`src/rtl/frb_pkg.sv`:
```
// Shared types, constants and helpers of the formant resonator bank.
package frb_pkg;

    // Defaults of the top-level parameters.
    localparam int DEF_BANK_SIZE    = 4;
    localparam int DEF_SAMPLE_BITS  = 24;
    localparam int DEF_COEFF_BITS   = 32;

    // Formant indexes travel on a fixed bus sized for the largest bank.
    localparam int MAX_FORMANTS = 8;
    localparam int FIDX_BITS    = $clog2(MAX_FORMANTS);

    // Configuration port.
    localparam int CFG_DATA_BITS  = 64;
    localparam int CFG_INDEX_BITS = 3;
    localparam int NUM_COEFF_REGS = 4;
    localparam int A1_LSB         = 32;

    localparam logic [CFG_INDEX_BITS-1:0] REG_FORMANT0 = 3'd0;
    localparam logic [CFG_INDEX_BITS-1:0] REG_FORMANT1 = 3'd1;
    localparam logic [CFG_INDEX_BITS-1:0] REG_FORMANT2 = 3'd2;
    localparam logic [CFG_INDEX_BITS-1:0] REG_FORMANT3 = 3'd3;
    localparam logic [CFG_INDEX_BITS-1:0] REG_MIX      = 3'd4;

    // Mix level, Q0.16 with one integer bit so that 1.0 fits.
    localparam int MIX_BITS  = 17;
    localparam int MIX_ONE   = 65536;
    localparam int MIX_SHIFT = 16;

    // Resonator outputs are held as signed 32-bit words.
    localparam int Y_BITS = 32;

    // Output weights 1 - 0.15*f in units of 2^-16, signed (f can reach 7).
    localparam int WEIGHT_BITS = 18;
    localparam int WEIGHT_ONE  = 65536;
    localparam int WEIGHT_STEP = 9830;
    // 16 weight fraction bits plus the halving of the sum.
    localparam int SUM_SHIFT   = 17;

    typedef enum logic [2:0] {
        MAC_HOLD,
        MAC_LOAD,
        MAC_SUB,
        MAC_HALF_ADD,
        MAC_ADD
    } mac_op_t;

    typedef enum logic [2:0] {
        A_GAIN,
        A_A1,
        A_WEIGHT,
        A_DRY,
        A_WET
    } a_sel_t;

    typedef enum logic [2:0] {
        B_DIFF,
        B_Y1,
        B_Y2,
        B_YRES,
        B_X,
        B_WETSUM
    } b_sel_t;

    // Controller to datapath command word.
    typedef struct packed {
        logic                 load;    // request taken: latch sample, update input delays
        mac_op_t              mac_op;  // accumulator operation
        a_sel_t               a_sel;   // multiplier coefficient operand
        b_sel_t               b_sel;   // multiplier data operand
        logic                 sum_en;  // add product into the weighted sum
        logic                 res_wr;  // finish resonator, shift its history
        logic                 out_ld;  // load the output register
        logic [FIDX_BITS-1:0] fidx;    // current formant
    } frb_cmd_t;

    function automatic logic signed [WEIGHT_BITS-1:0] formant_weight(
        input logic [FIDX_BITS-1:0] idx
    );
        formant_weight = WEIGHT_BITS'(WEIGHT_ONE - WEIGHT_STEP * int'(idx));
    endfunction

endpackage

```
`src/rtl/frb_ctrl.sv`:
```
// Sequencer of the formant resonator bank: steps the shared MAC per sample.
module frb_ctrl #(
    parameter int BANK_SIZE = frb_pkg::DEF_BANK_SIZE
) (
    input  logic             aclk,
    input  logic             aresetn,
    input  logic             s_valid,
    output logic             s_ready,
    output logic             m_valid,
    input  logic             m_ready,
    output frb_pkg::frb_cmd_t cmd
);
    import frb_pkg::*;

    localparam int FIDX_W = (BANK_SIZE > 1) ? $clog2(BANK_SIZE) : 1;

    typedef enum logic [3:0] {
        S_IDLE,
        S_GDIFF,
        S_A1Y1,
        S_GY2,
        S_RES,
        S_WGT,
        S_DRY,
        S_WET,
        S_OUT
    } state_t;

    state_t              state_reg, state_next;
    logic [FIDX_W-1:0]   fidx_reg, fidx_next;
    logic                m_valid_reg, m_valid_next;
    logic                last_formant;
    logic                out_free;

    assign last_formant = (fidx_reg == FIDX_W'(BANK_SIZE - 1));
    assign out_free     = !m_valid_reg || m_ready;
    assign s_ready      = (state_reg == S_IDLE);
    assign m_valid      = m_valid_reg;

    always_comb begin
        state_next  = state_reg;
        fidx_next   = fidx_reg;
        cmd.load    = 1'b0;
        cmd.mac_op  = MAC_HOLD;
        cmd.a_sel   = A_GAIN;
        cmd.b_sel   = B_DIFF;
        cmd.sum_en  = 1'b0;
        cmd.res_wr  = 1'b0;
        cmd.out_ld  = 1'b0;
        cmd.fidx    = FIDX_BITS'(fidx_reg);

        unique case (state_reg)
            S_IDLE: begin
                if (s_valid) begin
                    cmd.load   = 1'b1;
                    fidx_next  = '0;
                    state_next = S_GDIFF;
                end
            end
            S_GDIFF: begin
                cmd.mac_op = MAC_LOAD;
                cmd.a_sel  = A_GAIN;
                cmd.b_sel  = B_DIFF;
                state_next = S_A1Y1;
            end
            S_A1Y1: begin
                cmd.mac_op = MAC_SUB;
                cmd.a_sel  = A_A1;
                cmd.b_sel  = B_Y1;
                state_next = S_GY2;
            end
            S_GY2: begin
                cmd.mac_op = MAC_HALF_ADD;
                cmd.a_sel  = A_GAIN;
                cmd.b_sel  = B_Y2;
                state_next = S_RES;
            end
            S_RES: begin
                cmd.res_wr = 1'b1;
                state_next = S_WGT;
            end
            S_WGT: begin
                cmd.sum_en = 1'b1;
                cmd.a_sel  = A_WEIGHT;
                cmd.b_sel  = B_YRES;
                if (last_formant) begin
                    state_next = S_DRY;
                end else begin
                    fidx_next  = fidx_reg + FIDX_W'(1);
                    state_next = S_GDIFF;
                end
            end
            S_DRY: begin
                cmd.mac_op = MAC_LOAD;
                cmd.a_sel  = A_DRY;
                cmd.b_sel  = B_X;
                state_next = S_WET;
            end
            S_WET: begin
                cmd.mac_op = MAC_ADD;
                cmd.a_sel  = A_WET;
                cmd.b_sel  = B_WETSUM;
                state_next = S_OUT;
            end
            S_OUT: begin
                // wait here while an earlier result is still unclaimed
                if (out_free) begin
                    cmd.out_ld = 1'b1;
                    state_next = S_IDLE;
                end
            end
            default: begin
                state_next = S_IDLE;
            end
        endcase
    end

    always_comb begin
        m_valid_next = m_valid_reg;
        if (cmd.out_ld) begin
            m_valid_next = 1'b1;
        end else if (m_ready) begin
            m_valid_next = 1'b0;
        end
    end

    always_ff @(posedge aclk) begin
        if (!aresetn) begin
            state_reg   <= S_IDLE;
            fidx_reg    <= '0;
            m_valid_reg <= 1'b0;
        end else begin
            state_reg   <= state_next;
            fidx_reg    <= fidx_next;
            m_valid_reg <= m_valid_next;
        end
    end

endmodule

```
`src/rtl/frb_dp.sv`:
```
// Datapath of the formant resonator bank: registers, history, shared MAC, output.
module frb_dp #(
    parameter int BANK_SIZE    = frb_pkg::DEF_BANK_SIZE,
    parameter int SAMPLE_BITS  = frb_pkg::DEF_SAMPLE_BITS,
    parameter int COEFF_BITS   = frb_pkg::DEF_COEFF_BITS
) (
    input  logic                                   aclk,
    input  logic                                   aresetn,
    input  logic                                   cfg_wr_en,
    input  logic [frb_pkg::CFG_INDEX_BITS-1:0]     cfg_index,
    input  logic [frb_pkg::CFG_DATA_BITS-1:0]      cfg_wdata,
    input  logic signed [SAMPLE_BITS-1:0]          s_sample_in,
    input  logic                                   s_first_of_block,
    input  frb_pkg::frb_cmd_t                      cmd,
    output logic signed [SAMPLE_BITS-1:0]          m_sample_out,
    output logic                                   m_clipped
);
    import frb_pkg::*;

    localparam int FIDX_W = (BANK_SIZE > 1) ? $clog2(BANK_SIZE) : 1;
    localparam int DIFF_W = SAMPLE_BITS + 1;
    // weighted sum: y * weight, BANK_SIZE terms, one spare bit
    localparam int SUM_W  = Y_BITS + WEIGHT_BITS + $clog2(BANK_SIZE) + 1;
    localparam int WET_W  = SUM_W - SUM_SHIFT;
    // data operand: wet is the widest of diff, history, sample and wet
    localparam int A_W    = COEFF_BITS;
    localparam int B_W    = WET_W;
    localparam int P_W    = A_W + B_W;
    localparam int ACC_W  = P_W + 2;
    localparam int Y_SHIFT = COEFF_BITS - 3;

    // configuration
    logic signed [COEFF_BITS-1:0] gain_reg [NUM_COEFF_REGS];
    logic signed [COEFF_BITS-1:0] a1_reg   [NUM_COEFF_REGS];
    logic        [MIX_BITS-1:0]   mix_reg;

    // sample state
    logic signed [SAMPLE_BITS-1:0] x_reg, d1_reg, d2_reg;
    logic signed [DIFF_W-1:0]      diff_reg, diff_next;
    logic signed [Y_BITS-1:0]      y1_reg [BANK_SIZE];
    logic signed [Y_BITS-1:0]      y2_reg [BANK_SIZE];
    logic signed [Y_BITS-1:0]      yres_reg;

    // arithmetic
    logic signed [ACC_W-1:0]       acc_reg, acc_next;
    logic signed [SUM_W-1:0]       sum_reg, sum_next;
    logic signed [A_W-1:0]         a_op;
    logic signed [B_W-1:0]         b_op;
    logic signed [P_W-1:0]         prod;
    logic signed [ACC_W-1:0]       prod_ext;

    logic [FIDX_W-1:0]             fi;
    logic signed [COEFF_BITS-1:0]  gain_sel, a1_sel;
    logic signed [Y_BITS-1:0]      y1_sel, y2_sel;
    logic [MIX_BITS-1:0]           mix_eff;
    logic signed [WEIGHT_BITS-1:0] wet_fac, dry_fac;
    logic signed [WET_W-1:0]       wet;

    logic signed [ACC_W-1:0]       y_shift, y_diff;
    logic [ACC_W-Y_BITS:0]         y_top;
    logic signed [Y_BITS-1:0]      y_clamp;

    logic signed [ACC_W-1:0]       mixed;
    logic [ACC_W-SAMPLE_BITS:0]    mix_top;
    logic                          mix_fits;
    logic signed [SAMPLE_BITS-1:0] mix_clamp;

    logic signed [SAMPLE_BITS-1:0] out_sample_reg;
    logic                          out_clip_reg;

    assign fi = cmd.fidx[FIDX_W-1:0];

    // formants beyond the register file run with zero coefficients
    always_comb begin
        if (cmd.fidx < FIDX_BITS'(NUM_COEFF_REGS)) begin
            gain_sel = gain_reg[cmd.fidx[1:0]];
            a1_sel   = a1_reg[cmd.fidx[1:0]];
        end else begin
            gain_sel = '0;
            a1_sel   = '0;
        end
    end

    assign y1_sel  = y1_reg[fi];
    assign y2_sel  = y2_reg[fi];
    assign mix_eff = (mix_reg > MIX_BITS'(MIX_ONE)) ? MIX_BITS'(MIX_ONE) : mix_reg;
    assign wet_fac = $signed({1'b0, mix_eff});
    assign dry_fac = WEIGHT_BITS'(MIX_ONE) - wet_fac;
    // floor(sum / 2^17): the upper bits of the sum
    assign wet     = $signed(sum_reg[SUM_W-1:SUM_SHIFT]);

    always_comb begin
        case (cmd.a_sel)
            A_GAIN:   a_op = gain_sel;
            A_A1:     a_op = a1_sel;
            A_WEIGHT: a_op = A_W'(formant_weight(cmd.fidx));
            A_DRY:    a_op = A_W'(dry_fac);
            A_WET:    a_op = A_W'(wet_fac);
            default:  a_op = '0;
        endcase
    end

    always_comb begin
        case (cmd.b_sel)
            B_DIFF:   b_op = B_W'(diff_reg);
            B_Y1:     b_op = B_W'(y1_sel);
            B_Y2:     b_op = B_W'(y2_sel);
            B_YRES:   b_op = B_W'(yres_reg);
            B_X:      b_op = B_W'(x_reg);
            B_WETSUM: b_op = wet;
            default:  b_op = '0;
        endcase
    end

    assign prod     = a_op * b_op;
    assign prod_ext = ACC_W'(prod);

    always_comb begin
        case (cmd.mac_op)
            MAC_LOAD:     acc_next = prod_ext;
            MAC_SUB:      acc_next = acc_reg - prod_ext;
            MAC_HALF_ADD: acc_next = (acc_reg >>> 1) + prod_ext;
            MAC_ADD:      acc_next = acc_reg + prod_ext;
            default:      acc_next = acc_reg;
        endcase
    end

    always_comb begin
        sum_next = sum_reg;
        if (cmd.load) begin
            sum_next = '0;
        end else if (cmd.sum_en) begin
            sum_next = sum_reg + SUM_W'(prod);
        end
    end

    // resonator result: floor(t / 2^(COEFF_BITS-3)) - y2, saturated to 32 bits
    assign y_shift = acc_reg >>> Y_SHIFT;
    assign y_diff  = y_shift - ACC_W'(y2_sel);
    assign y_top   = y_diff[ACC_W-1:Y_BITS-1];
    always_comb begin
        if ((&y_top) || !(|y_top)) begin
            y_clamp = y_diff[Y_BITS-1:0];
        end else if (y_diff[ACC_W-1]) begin
            y_clamp = {1'b1, {(Y_BITS-1){1'b0}}};
        end else begin
            y_clamp = {1'b0, {(Y_BITS-1){1'b1}}};
        end
    end

    // final mix: floor(acc / 2^16), saturated to the sample width
    assign mixed    = acc_reg >>> MIX_SHIFT;
    assign mix_top  = mixed[ACC_W-1:SAMPLE_BITS-1];
    assign mix_fits = (&mix_top) || !(|mix_top);
    always_comb begin
        if (mix_fits) begin
            mix_clamp = mixed[SAMPLE_BITS-1:0];
        end else if (mixed[ACC_W-1]) begin
            mix_clamp = {1'b1, {(SAMPLE_BITS-1){1'b0}}};
        end else begin
            mix_clamp = {1'b0, {(SAMPLE_BITS-1){1'b1}}};
        end
    end

    // a request that starts a block sees cleared input history
    assign diff_next = DIFF_W'(s_sample_in) - (s_first_of_block ? '0 : DIFF_W'(d2_reg));

    always_ff @(posedge aclk) begin
        if (!aresetn) begin
            for (int i = 0; i < NUM_COEFF_REGS; i++) begin
                gain_reg[i] <= '0;
                a1_reg[i]   <= '0;
            end
            mix_reg <= '0;
        end else if (cfg_wr_en) begin
            unique case (cfg_index) inside
                REG_FORMANT0, REG_FORMANT1, REG_FORMANT2, REG_FORMANT3: begin
                    gain_reg[cfg_index[1:0]] <= cfg_wdata[COEFF_BITS-1:0];
                    a1_reg[cfg_index[1:0]]   <= cfg_wdata[A1_LSB +: COEFF_BITS];
                end
                REG_MIX: begin
                    mix_reg <= cfg_wdata[MIX_BITS-1:0];
                end
                default: begin
                end
            endcase
        end
    end

    always_ff @(posedge aclk) begin
        if (!aresetn) begin
            d1_reg <= '0;
            d2_reg <= '0;
            for (int i = 0; i < BANK_SIZE; i++) begin
                y1_reg[i] <= '0;
                y2_reg[i] <= '0;
            end
        end else if (cmd.load) begin
            d1_reg <= s_sample_in;
            d2_reg <= s_first_of_block ? '0 : d1_reg;
            if (s_first_of_block) begin
                for (int i = 0; i < BANK_SIZE; i++) begin
                    y1_reg[i] <= '0;
                    y2_reg[i] <= '0;
                end
            end
        end else if (cmd.res_wr) begin
            y2_reg[fi] <= y1_sel;
            y1_reg[fi] <= y_clamp;
        end
    end

    always_ff @(posedge aclk) begin
        if (cmd.load) begin
            x_reg    <= s_sample_in;
            diff_reg <= diff_next;
        end
        if (cmd.res_wr) begin
            yres_reg <= y_clamp;
        end
        if (cmd.out_ld) begin
            out_sample_reg <= mix_clamp;
            out_clip_reg   <= !mix_fits;
        end
        acc_reg <= acc_next;
        sum_reg <= sum_next;
    end

    assign m_sample_out = out_sample_reg;
    assign m_clipped    = out_clip_reg;

endmodule

```
`src/rtl/formant_resonator_bank.sv`:
```
// Top level of the formant resonator bank: controller, datapath and checks.
//
// Formant resonator bank. Each signed sample request on the s_ channel runs
// through BANK_SIZE parallel band-pass biquads (direct form I, one shared
// pair of input delays, a pair of output delays per resonator). Resonator f
// uses gain g and feedback a1 from register formant<f>_coeffs (a1 in bits
// 63..32, g in bits 31..0, low COEFF_BITS of each used, Q2.(COEFF_BITS-2));
// its output saturates to 32 bits and is weighted 1 - 0.15*f. The weighted
// sum is halved, mixed with the dry sample by mix_level (Q0.16, values above
// 65536 count as 65536), floored, saturated to SAMPLE_BITS and returned on
// the m_ channel with m_clipped set when saturation hit. first_of_block
// clears all filter history before its own sample; registers are kept.
// Configuration is a plain write port (cfg_wr_en, cfg_index, cfg_wdata);
// indexes above mix_level are ignored, and writes belong in idle time.
// Sequence: a sample runs through the single shared multiply-accumulate
// unit, and a new request is taken once the previous one has reached the
// output register. Per resonator the unit forms three products for the
// recursion, a step to round and saturate and one product for its weight,
// then two products for the mix and a step to saturate into the output
// register.
// The output register lets the next sample start while a result waits.
module formant_resonator_bank #(
    parameter int BANK_SIZE    = frb_pkg::DEF_BANK_SIZE,
    parameter int SAMPLE_BITS  = frb_pkg::DEF_SAMPLE_BITS,
    parameter int COEFF_BITS   = frb_pkg::DEF_COEFF_BITS
) (
    input  logic                               aclk,
    input  logic                               aresetn,
    // configuration
    input  logic                               cfg_wr_en,
    input  logic [frb_pkg::CFG_INDEX_BITS-1:0] cfg_index,
    input  logic [frb_pkg::CFG_DATA_BITS-1:0]  cfg_wdata,
    // sample requests in
    input  logic                               s_valid,
    output logic                               s_ready,
    input  logic signed [SAMPLE_BITS-1:0]      s_sample_in,
    input  logic                               s_first_of_block,
    // results out
    output logic                               m_valid,
    input  logic                               m_ready,
    output logic signed [SAMPLE_BITS-1:0]      m_sample_out,
    output logic                               m_clipped
);
    import frb_pkg::*;

    frb_cmd_t cmd;

    frb_ctrl #(
        .BANK_SIZE (BANK_SIZE)
    ) u_ctrl (
        .aclk    (aclk),
        .aresetn (aresetn),
        .s_valid (s_valid),
        .s_ready (s_ready),
        .m_valid (m_valid),
        .m_ready (m_ready),
        .cmd     (cmd)
    );

    frb_dp #(
        .BANK_SIZE    (BANK_SIZE),
        .SAMPLE_BITS  (SAMPLE_BITS),
        .COEFF_BITS   (COEFF_BITS)
    ) u_dp (
        .aclk             (aclk),
        .aresetn          (aresetn),
        .cfg_wr_en        (cfg_wr_en),
        .cfg_index        (cfg_index),
        .cfg_wdata        (cfg_wdata),
        .s_sample_in      (s_sample_in),
        .s_first_of_block (s_first_of_block),
        .cmd              (cmd),
        .m_sample_out     (m_sample_out),
        .m_clipped        (m_clipped)
    );

`ifndef SYNTHESIS
    // a result is never written over one that is still waiting
    a_no_overwrite: assert property (@(posedge aclk) disable iff (!aresetn)
        cmd.out_ld |-> (!m_valid || m_ready))
        else $error("output register loaded while a result was pending");

    // one sample in flight: a taken request blocks the input next cycle
    a_one_in_flight: assert property (@(posedge aclk) disable iff (!aresetn)
        (s_valid && s_ready) |=> !s_ready)
        else $error("second request taken while a sample was in work");

    // history updates and weighted-sum terms stay inside the bank
    a_fidx_range: assert property (@(posedge aclk) disable iff (!aresetn)
        (cmd.res_wr || cmd.sum_en) |-> (int'(cmd.fidx) < BANK_SIZE))
        else $error("formant index beyond the bank");

    // a loaded result shows up as valid in the next cycle
    a_load_valid: assert property (@(posedge aclk) disable iff (!aresetn)
        cmd.out_ld |=> m_valid)
        else $error("loaded result not presented");
`endif

endmodule
```
`config.mk`:
```
export PLATFORM = sky130hd
export DESIGN_NAME = formant_resonator_bank
export DESIGN_NICKNAME = d
export VERILOG_FILES = /design/src/rtl/frb_pkg.sv /design/src/rtl/frb_ctrl.sv /design/src/rtl/frb_dp.sv /design/src/rtl/formant_resonator_bank.sv
export SDC_FILE = /design/constraint.sdc
export NUM_CORES = 2
export LEC_CHECK = 0
export BUFFER_PORTS_ARGS = -buffer_cell sky130_fd_sc_hd__buf_2
export CAP_MARGIN = 40
export CORE_MARGIN = 4
export CORE_UTILIZATION = 37
export DETAILED_ROUTE_END_ITERATION = 8
export PLACE_DENSITY_LB_ADDON = 0.12
export SKIP_LAST_GASP = 1
export SYNTH_ARGS = -nofsm -noshare
export SYNTH_HDL_FRONTEND = slang
export SYNTH_SLANG_ARGS = --single-unit
```
`constraint.sdc`:
```
create_clock -name aclk -period 36.7 [get_ports aclk]
set_input_delay 11.01 -clock aclk [delete_from_list [all_inputs] [get_ports aclk]]
set_output_delay 11.01 -clock aclk [all_outputs]
set_load 0.02 [all_outputs]
```
== Word level (Yosys, flattened, before mapping) ==
Memory sizes are Yosys's and may differ from the RTL's. A register that Yosys moved wholly into a read port is not among the register bits.
Cells that the tools add are included.
W data, S select, Z words.

* Eq/ne operators: 29
* $lt $le $gt $ge: 2
* Reductions and logical operators: 27
* Add/sub/neg operators: 9
* $mul: 2
* Shift operators: 0
* Mux-type cells: 70
* Bitwise gates (word level): 8
* Div/mod/pow operators: 0

{| class="wikitable"
|+ Operators with widths
! cell !! count
|-
| $mux W32 || 16
|-
| $pmux W70 S4 || 1
|-
| $pmux W36 S6 || 1
|-
| $pmux W32 S5 || 1
|-
| $reduce_or A32 Y1 || 4
|-
| $mux W24 || 3
|-
| $add A69 B68 Y70 || 1
|-
| $add A70 B68 Y70 || 1
|-
| $sub A70 B68 Y70 || 1
|-
| $mul A32 B36 Y68 || 1
|-
| $add A53 B53 Y53 || 1
|-
| $sub A41 B32 Y42 || 1
|-
| $reduce_and A39 Y1 || 1
|-
| $reduce_or A39 Y1 || 1
|-
| $pmux W4 S9 || 1
|-
| $reduce_and A31 Y1 || 1
|-
| $reduce_or A31 Y1 || 1
|-
| $pmux W6 S5 || 1
|-
| $mux W2 || 14
|-
| $mux W1 || 25
|-
| $mux W25 || 1
|-
| $sub A25 B25 Y25 || 1
|-
| $eq A3 B2 Y1 const B || 8
|-
| $sub A17 B17 Y18 const A || 1
|-
| other kinds (30) || 59
|}

* Logic and storage cells: 164
* Bits in read-only memories: 0
* Latch bits: 0
* Bits in writable memories: 512
* Memories kept: 4
* Flip-flop bits (word level): 301

{| class="wikitable"
|+ Memories
! memory !! depth !! width !! read ports !! clocked after Yosys merged registers in !! wr ports !! line !! text
|-
| u_dp.a1_reg || 4 || 32 || 1 || 1 || 4 || frb_dp.sv:34 || <nowiki>logic signed [COEFF_BITS-1:0] a1_reg [NUM_COEFF_REGS];</nowiki>
|-
| u_dp.gain_reg || 4 || 32 || 1 || 1 || 4 || frb_dp.sv:33 || <nowiki>logic signed [COEFF_BITS-1:0] gain_reg [NUM_COEFF_REGS];</nowiki>
|-
| u_dp.y1_reg || 4 || 32 || 1 || 1 || 4 || frb_dp.sv:40 || <nowiki>logic signed [Y_BITS-1:0] y1_reg [BANK_SIZE];</nowiki>
|-
| u_dp.y2_reg || 4 || 32 || 1 || 1 || 4 || frb_dp.sv:41 || <nowiki>logic signed [Y_BITS-1:0] y2_reg [BANK_SIZE];</nowiki>
|}

== Logic depth before layout (Yosys ltp) ==
* Depth after elaboration: 8
* Gate-level depth with buffers: 59
* Gate-level depth less buffers: 56

== Hierarchy ==
A second synthesis with hierarchy kept.

* Cell total of the unflattened synthesis: 9,090
* Area total of the unflattened synthesis: 88,926.5 um^2

{| class="wikitable"
|+ Modules (own cells, without submodules)
! module !! cells an instance !! instances !! area an instance (um^2)
|-
| frb_dp || 9,029 || 1 || 88,402.3
|-
| frb_ctrl || 61 || 1 || 524.3
|}

== Worst setup path after synthesis ==
Ideal clock, no wire load.

* Path kind: input to register
* Start point: in cfg_index[1] (netlist bit)
* End point: mem u_dp.a1_reg[0][0] (netlist bit) (enable)
* Arrival: 16.018 ns
* Stages on the path: 3
* Library setup time: 0.574 ns
* Path slack: 20.108 ns
* Cells stage by stage: or2_2 clkbuf_1 o21ai_0

{| class="wikitable"
|+ RTL lines
! item !! line !! text
|-
| start: declaration || formant_resonator_bank.sv:31 || <nowiki>input logic [frb_pkg::CFG_INDEX_BITS-1:0] cfg_index,</nowiki>
|-
| end: declaration || frb_dp.sv:34 ||
|}

== Final worst setup path ==
* Start point: reg u_dp.mix_reg[6]
* End point: reg u_dp.acc_reg[69], data pin

* Word-level cells in the longest chain between the ends: 7
* Elaborated cells between the ends (all ways): 9

{| class="wikitable"
|+ RTL lines
! item !! line !! text
|-
| start: declaration || frb_dp.sv:35 || <nowiki>logic [MIX_BITS-1:0] mix_reg;</nowiki>
|-
| start signal: assignment || frb_dp.sv:182 || <nowiki>mix_reg <= cfg_wdata[MIX_BITS-1:0];</nowiki>
|-
| $gt A17 B17 Y1 || frb_dp.sv:86 || <nowiki>assign mix_eff = (mix_reg > MIX_BITS'(MIX_ONE)) ? MIX_BITS'(MIX_ONE) : mix_reg;</nowiki>
|-
| $mux W17 * || frb_dp.sv:86 ||
|-
| $sub A17 B17 Y18 || frb_dp.sv:88 || <nowiki>assign dry_fac = WEIGHT_BITS'(MIX_ONE) - wet_fac;</nowiki>
|-
| $pmux W32 S5 * || frb_dp.sv:93 || <nowiki>case (cmd.a_sel)</nowiki>
|-
| $mul A32 B36 Y68 * || frb_dp.sv:115 || <nowiki>assign prod = a_op * b_op;</nowiki>
|-
| $add A70 B68 Y70, or another cell as far along || frb_dp.sv:123 || <nowiki>MAC_ADD: acc_next = acc_reg + prod_ext;</nowiki>
|-
| $pmux W70 S4 * || frb_dp.sv:119 || <nowiki>case (cmd.mac_op)</nowiki>
|-
| named net u_dp.acc_next[69] || frb_dp.sv:45 || <nowiki>logic signed [ACC_W-1:0] acc_reg, acc_next;</nowiki>
|-
| end signal: assignment || frb_dp.sv:225 || <nowiki>acc_reg <= acc_next;</nowiki>
|-
| end: declaration || frb_dp.sv:45 ||
|}

Mark *: on every way through the listed nets, which the timed path passes. The rest lies on a longest branch.
A chain may end at the register's enable or synchronous reset.

==> results by stage <==
Global route:
- The first global-routing pass estimated 504,700 um of wire.
- The global-route usage over all layers is 27.56%.
- The number of global-route vias before repair was 72.36k.
- Global routing finished with a remaining overflow of 0.
- The number of antenna violations at the first check in global routing was 19.
- The maximum number of pins on one net before global-route repair is 95.

Setup path:
- The worst reg2reg path startpoint is u_dp.mix_reg[6].
- The worst setup path is launched from a flop.
- The cell occurring most often along the worst timing path is sky130_fd_sc_hd__fa_1.
- The length in cells of the worst reg-to-reg path is 53.
- Along the worst path, the maximum fanout reaches 25.
- The number of buffers and inverters on the critical path is 8.
- By startpoint and endpoint, the worst setup path is classified as flop to flop.
- The required time of the critical path is 37.21 ns.
- STA puts the critical path data arrival time at 16.37 ns.
- Broken down by cell family, the worst path's largest delay share belongs to adder cells.
- The highest cell delay on the worst timing path is 0.61 ns.
- The worst setup path is captured at a flop.
- The slowest cell on the critical path is sky130_fd_sc_hd__fa_1.
- The worst register-to-register path has a setup slack of 20.84 ns.
- The endpoint of the most critical register-to-register path is u_dp.acc_reg[69].

Floorplanning:
- Once the floorplan was initialized, standard cells occupied 37.23% of the core.
- The number of core rows is 179.
- The core footprint is 238,300 um^2.
- The die covers 247,700 um^2.
- The number of I/O pins is 124.
- The die is 497.7 um tall.
- From left edge to right edge, the die measures 497.7 um.

Timing:
- The worst hold margin is 0.4459 ns.
- For the final routed database, the setup TNS stands at 0 ns.
- The number of slew-limit violations in the final report came to 0.
- Static timing analysis puts the maximum clock frequency at 0.06304 GHz.
- The relative slew slack is 36.56%.
- The smallest clock period supported by the final layout is computed as 15.86 ns.
- The final clock period utilization by the worst path is 43.22%.
- After layout, the worst setup slack is 20.84 ns.
- The number of hold violations in the final report is 0.
- The maximum clock skew at final layout is 0.1111 ns.
- Setup repair after global routing left no endpoint under its margin.
- For the pin with the worst max-slew slack, the measured transition is 0.9515 ns.
- The number of endpoints failing setup at the final stage is 0.

Placed design:
- Detailed placement ended at an HPWL of 258,900 um.
- The total of buffers placed on input and output ports is 123.
- The post-place instance area is 94,050 um^2.
- The final weighted congestion of routability-driven global placement is 0.9433.
- Prior to clock tree synthesis, the placed netlist has a worst setup slack of 20.87 ns.

Clock tree:
- The CTS tree is yes.
- The clock drives 815 sinks.
- The clock reaches the later pin of the worst-skew pair after 0.78 ns.
- The longest clock path from root to sink contains 3 buffers.
- After clock tree synthesis, the clock-pin slew on the worst setup and hold paths is 0.07 ns.
- The post-cts gate resize count is 0.
- The cell sitting at the root of the clock tree is a sky130_fd_sc_hd__clkbuf_16.
- The number of hold buffers added after CTS was 0.
- The number of levels the H-tree was split into is 3.
- Once the clock tree was built, the setup fixing pass inserted 0 buffers.
- Counting the buffers created by CTS gives 100.

Route:
- The total number of vias is 70.32k.
- The DRC violations left is 0.
- The number of search-and-repair iterations in the first detailed-routing pass is 6.
- The number of vias per cell after detailed routing is 5.574.
- The post-route antenna net violation count is 0.
- The routed design has 343,100 um of wire.
- The iteration-0 DRC count of the detailed router is 6,741.
- The final routed wire length divided by cell count is 27.20 um.

Synth:
- In the synthesized netlist, the cells that appear most often are sky130_fd_sc_hd__nand2_1, sky130_fd_sc_hd__inv_1, sky130_fd_sc_hd__fa_1, sky130_fd_sc_hd__nor2_1, sky130_fd_sc_hd__edfxtp_1.
- The net count after synthesis is 11.13k.
- The number of library cell types mapped by synthesis is 114.
- The most numerous cell in the Yosys netlist is sky130_fd_sc_hd__nand2_1.
- Among all flip-flop cells after synthesis, the most frequent one is sky130_fd_sc_hd__edfxtp_1.
- Summing the sequential cell areas from Yosys gives 26.16% of the chip area.
- sky130_fd_sc_hd__fa_1 takes more of the synthesized area than any other cell.
- The count of flip-flops with a built-in enable after synthesis is 688.
- Counting every instance in the synthesized netlist gives 9,382.
- The fraction of registers with async set/reset is 0%.
- The Yosys warning count is 0.
- A synthesized cell averages 9.455 um^2.
- The total of flip-flops plus latches after synthesis is 815.
- The synthesized netlist occupies a cell area of 88,710 um^2.
- The area fraction of the dominant cell type after synthesis is 27.24%.
- By area the synthesized netlist is led by sky130_fd_sc_hd__fa_1, sky130_fd_sc_hd__edfxtp_1, sky130_fd_sc_hd__nand2_1.

Flow run:
- The count of max-cap constraint violations is 0.

Worst hold path:
- The path with the worst hold slack has its endpoint at u_dp.d2_reg[18].
- In this run the most critical hold path is launched from u_dp.d1_reg[18].
- In this run the worst hold path is classified as flop to flop.
- The worst hold path was traced through 2 stages.

Layout:
- The synthesis-to-finish area growth is 9.836%.
- Cells with a size suffix above 1 make up 7.965% of the layout.
- The post-route cell area is 97,440 um^2.
- At the end of the flow, the number of nets in the layout was 11.10k.

Run status:
- The run finished with clean final reports.
[worst reg2reg max path: cells and delay by family (launching register included)]
kind,cells,cell delay (ns)
DFF,1,0.44
AOI/OAI and AO/OA,16,4.76
xor gates and xnor gates,1,0.52
buffers and inverters,8,1.13
and+or+nand+nor,18,3.73
adders and majority gates,10,5.04
[cells in the final DEF, fill, tap and decap left out, types with 114 or more instances in the layout]
master | netlist | layout
sky130_fd_sc_hd__a21o_1 | 188 | 188
sky130_fd_sc_hd__a21oi_1 | 475 | 473
sky130_fd_sc_hd__and3_1 | 180 | 180
sky130_fd_sc_hd__buf_2 | 17 | 124
sky130_fd_sc_hd__buf_4 | 1 | 205
sky130_fd_sc_hd__dfxtp_1 | 127 | 125
sky130_fd_sc_hd__edfxtp_1 | 688 | 688
sky130_fd_sc_hd__fa_1 | 1207 | 1205
sky130_fd_sc_hd__ha_1 | 440 | 440
sky130_fd_sc_hd__inv_1 | 1418 | 1416
sky130_fd_sc_hd__mux4_2 | 114 | 114
sky130_fd_sc_hd__nand2_1 | 1516 | 1509
sky130_fd_sc_hd__nor2_1 | 770 | 766
sky130_fd_sc_hd__o21ai_0 | 316 | 312
sky130_fd_sc_hd__xnor2_1 | 181 | 176
[cell type report]
cell class	count	area, um^2
Tap cell	3167	3963
Clock buffer	130	2635
Timing Repair Buffer	362	2898
Clock inverter	55	704.4
Sequential cell	815	23210
Antenna cell	7	17.52
Fill cell	23720	140900
Inverter	1420	5335
Multi-Input combinational cell	6659	58670
[routing by layer]
layer | vias up | global-route usage [%] | part of all wire [%]
met5 | - | 0.2894 | 0.037
met4 | 6 | 11.61 | 5.1
met3 | 586 | 4.615 | 7.3
met2 | 2796 | 43.11 | 45
met1 | 36140 | 37.91 | 43
li1 | 30790 | - | -
[stage by stage]
step / instances / util, %
2_1_floorplan: 9382 / -
3_3_place_gp: 12390 / 39.16
3_5_place_dp: 12420 / 39.47
4_1_cts: 12610 / 40.87
5_1_grt: 12610 / 40.88
6_report: 12620 / 40.89
[cell families (layout without fill, tap and decap cells)]
kind of cell	Yosys count	count (layout)	share of synthesized area (%)
buffers and inverters	1908	1967	8.103
multiplexers	159	159	3.426
AO/OA/AOI/OAI	1533	1533	11.11
adder cells (fa/ha/maj)	1657	1657	33.56
AND/OR/NAND/NOR	3021	3021	14.75
flip-flops	815	815	26.16
XOR/XNOR	289	289	2.893
other	0	7	0
[worst max-delay path by stage]
stage | start | end | slack (ns) | cells past startpoint
after detailed placement | u_ctrl.state_reg[3] | u_dp.acc_reg[69] | 20.87 | 45
after CTS | u_ctrl.state_reg[3] | u_dp.acc_reg[69] | 20.90 | 45
final | u_dp.mix_reg[6] | u_dp.acc_reg[69] | 20.84 | 53
after global routing | u_ctrl.state_reg[3] | u_dp.acc_reg[69] | 20.17 | 45
after global placement | u_ctrl.state_reg[3] | u_dp.acc_reg[69] | 20.83 | 44
after floorplan | cfg_index[1] | u_dp.a1_reg[0][0] | 20.11 | 3
Power is not shown: default switching activity piles up to over one toggle a cycle in this logic, so the estimate is an artifact.
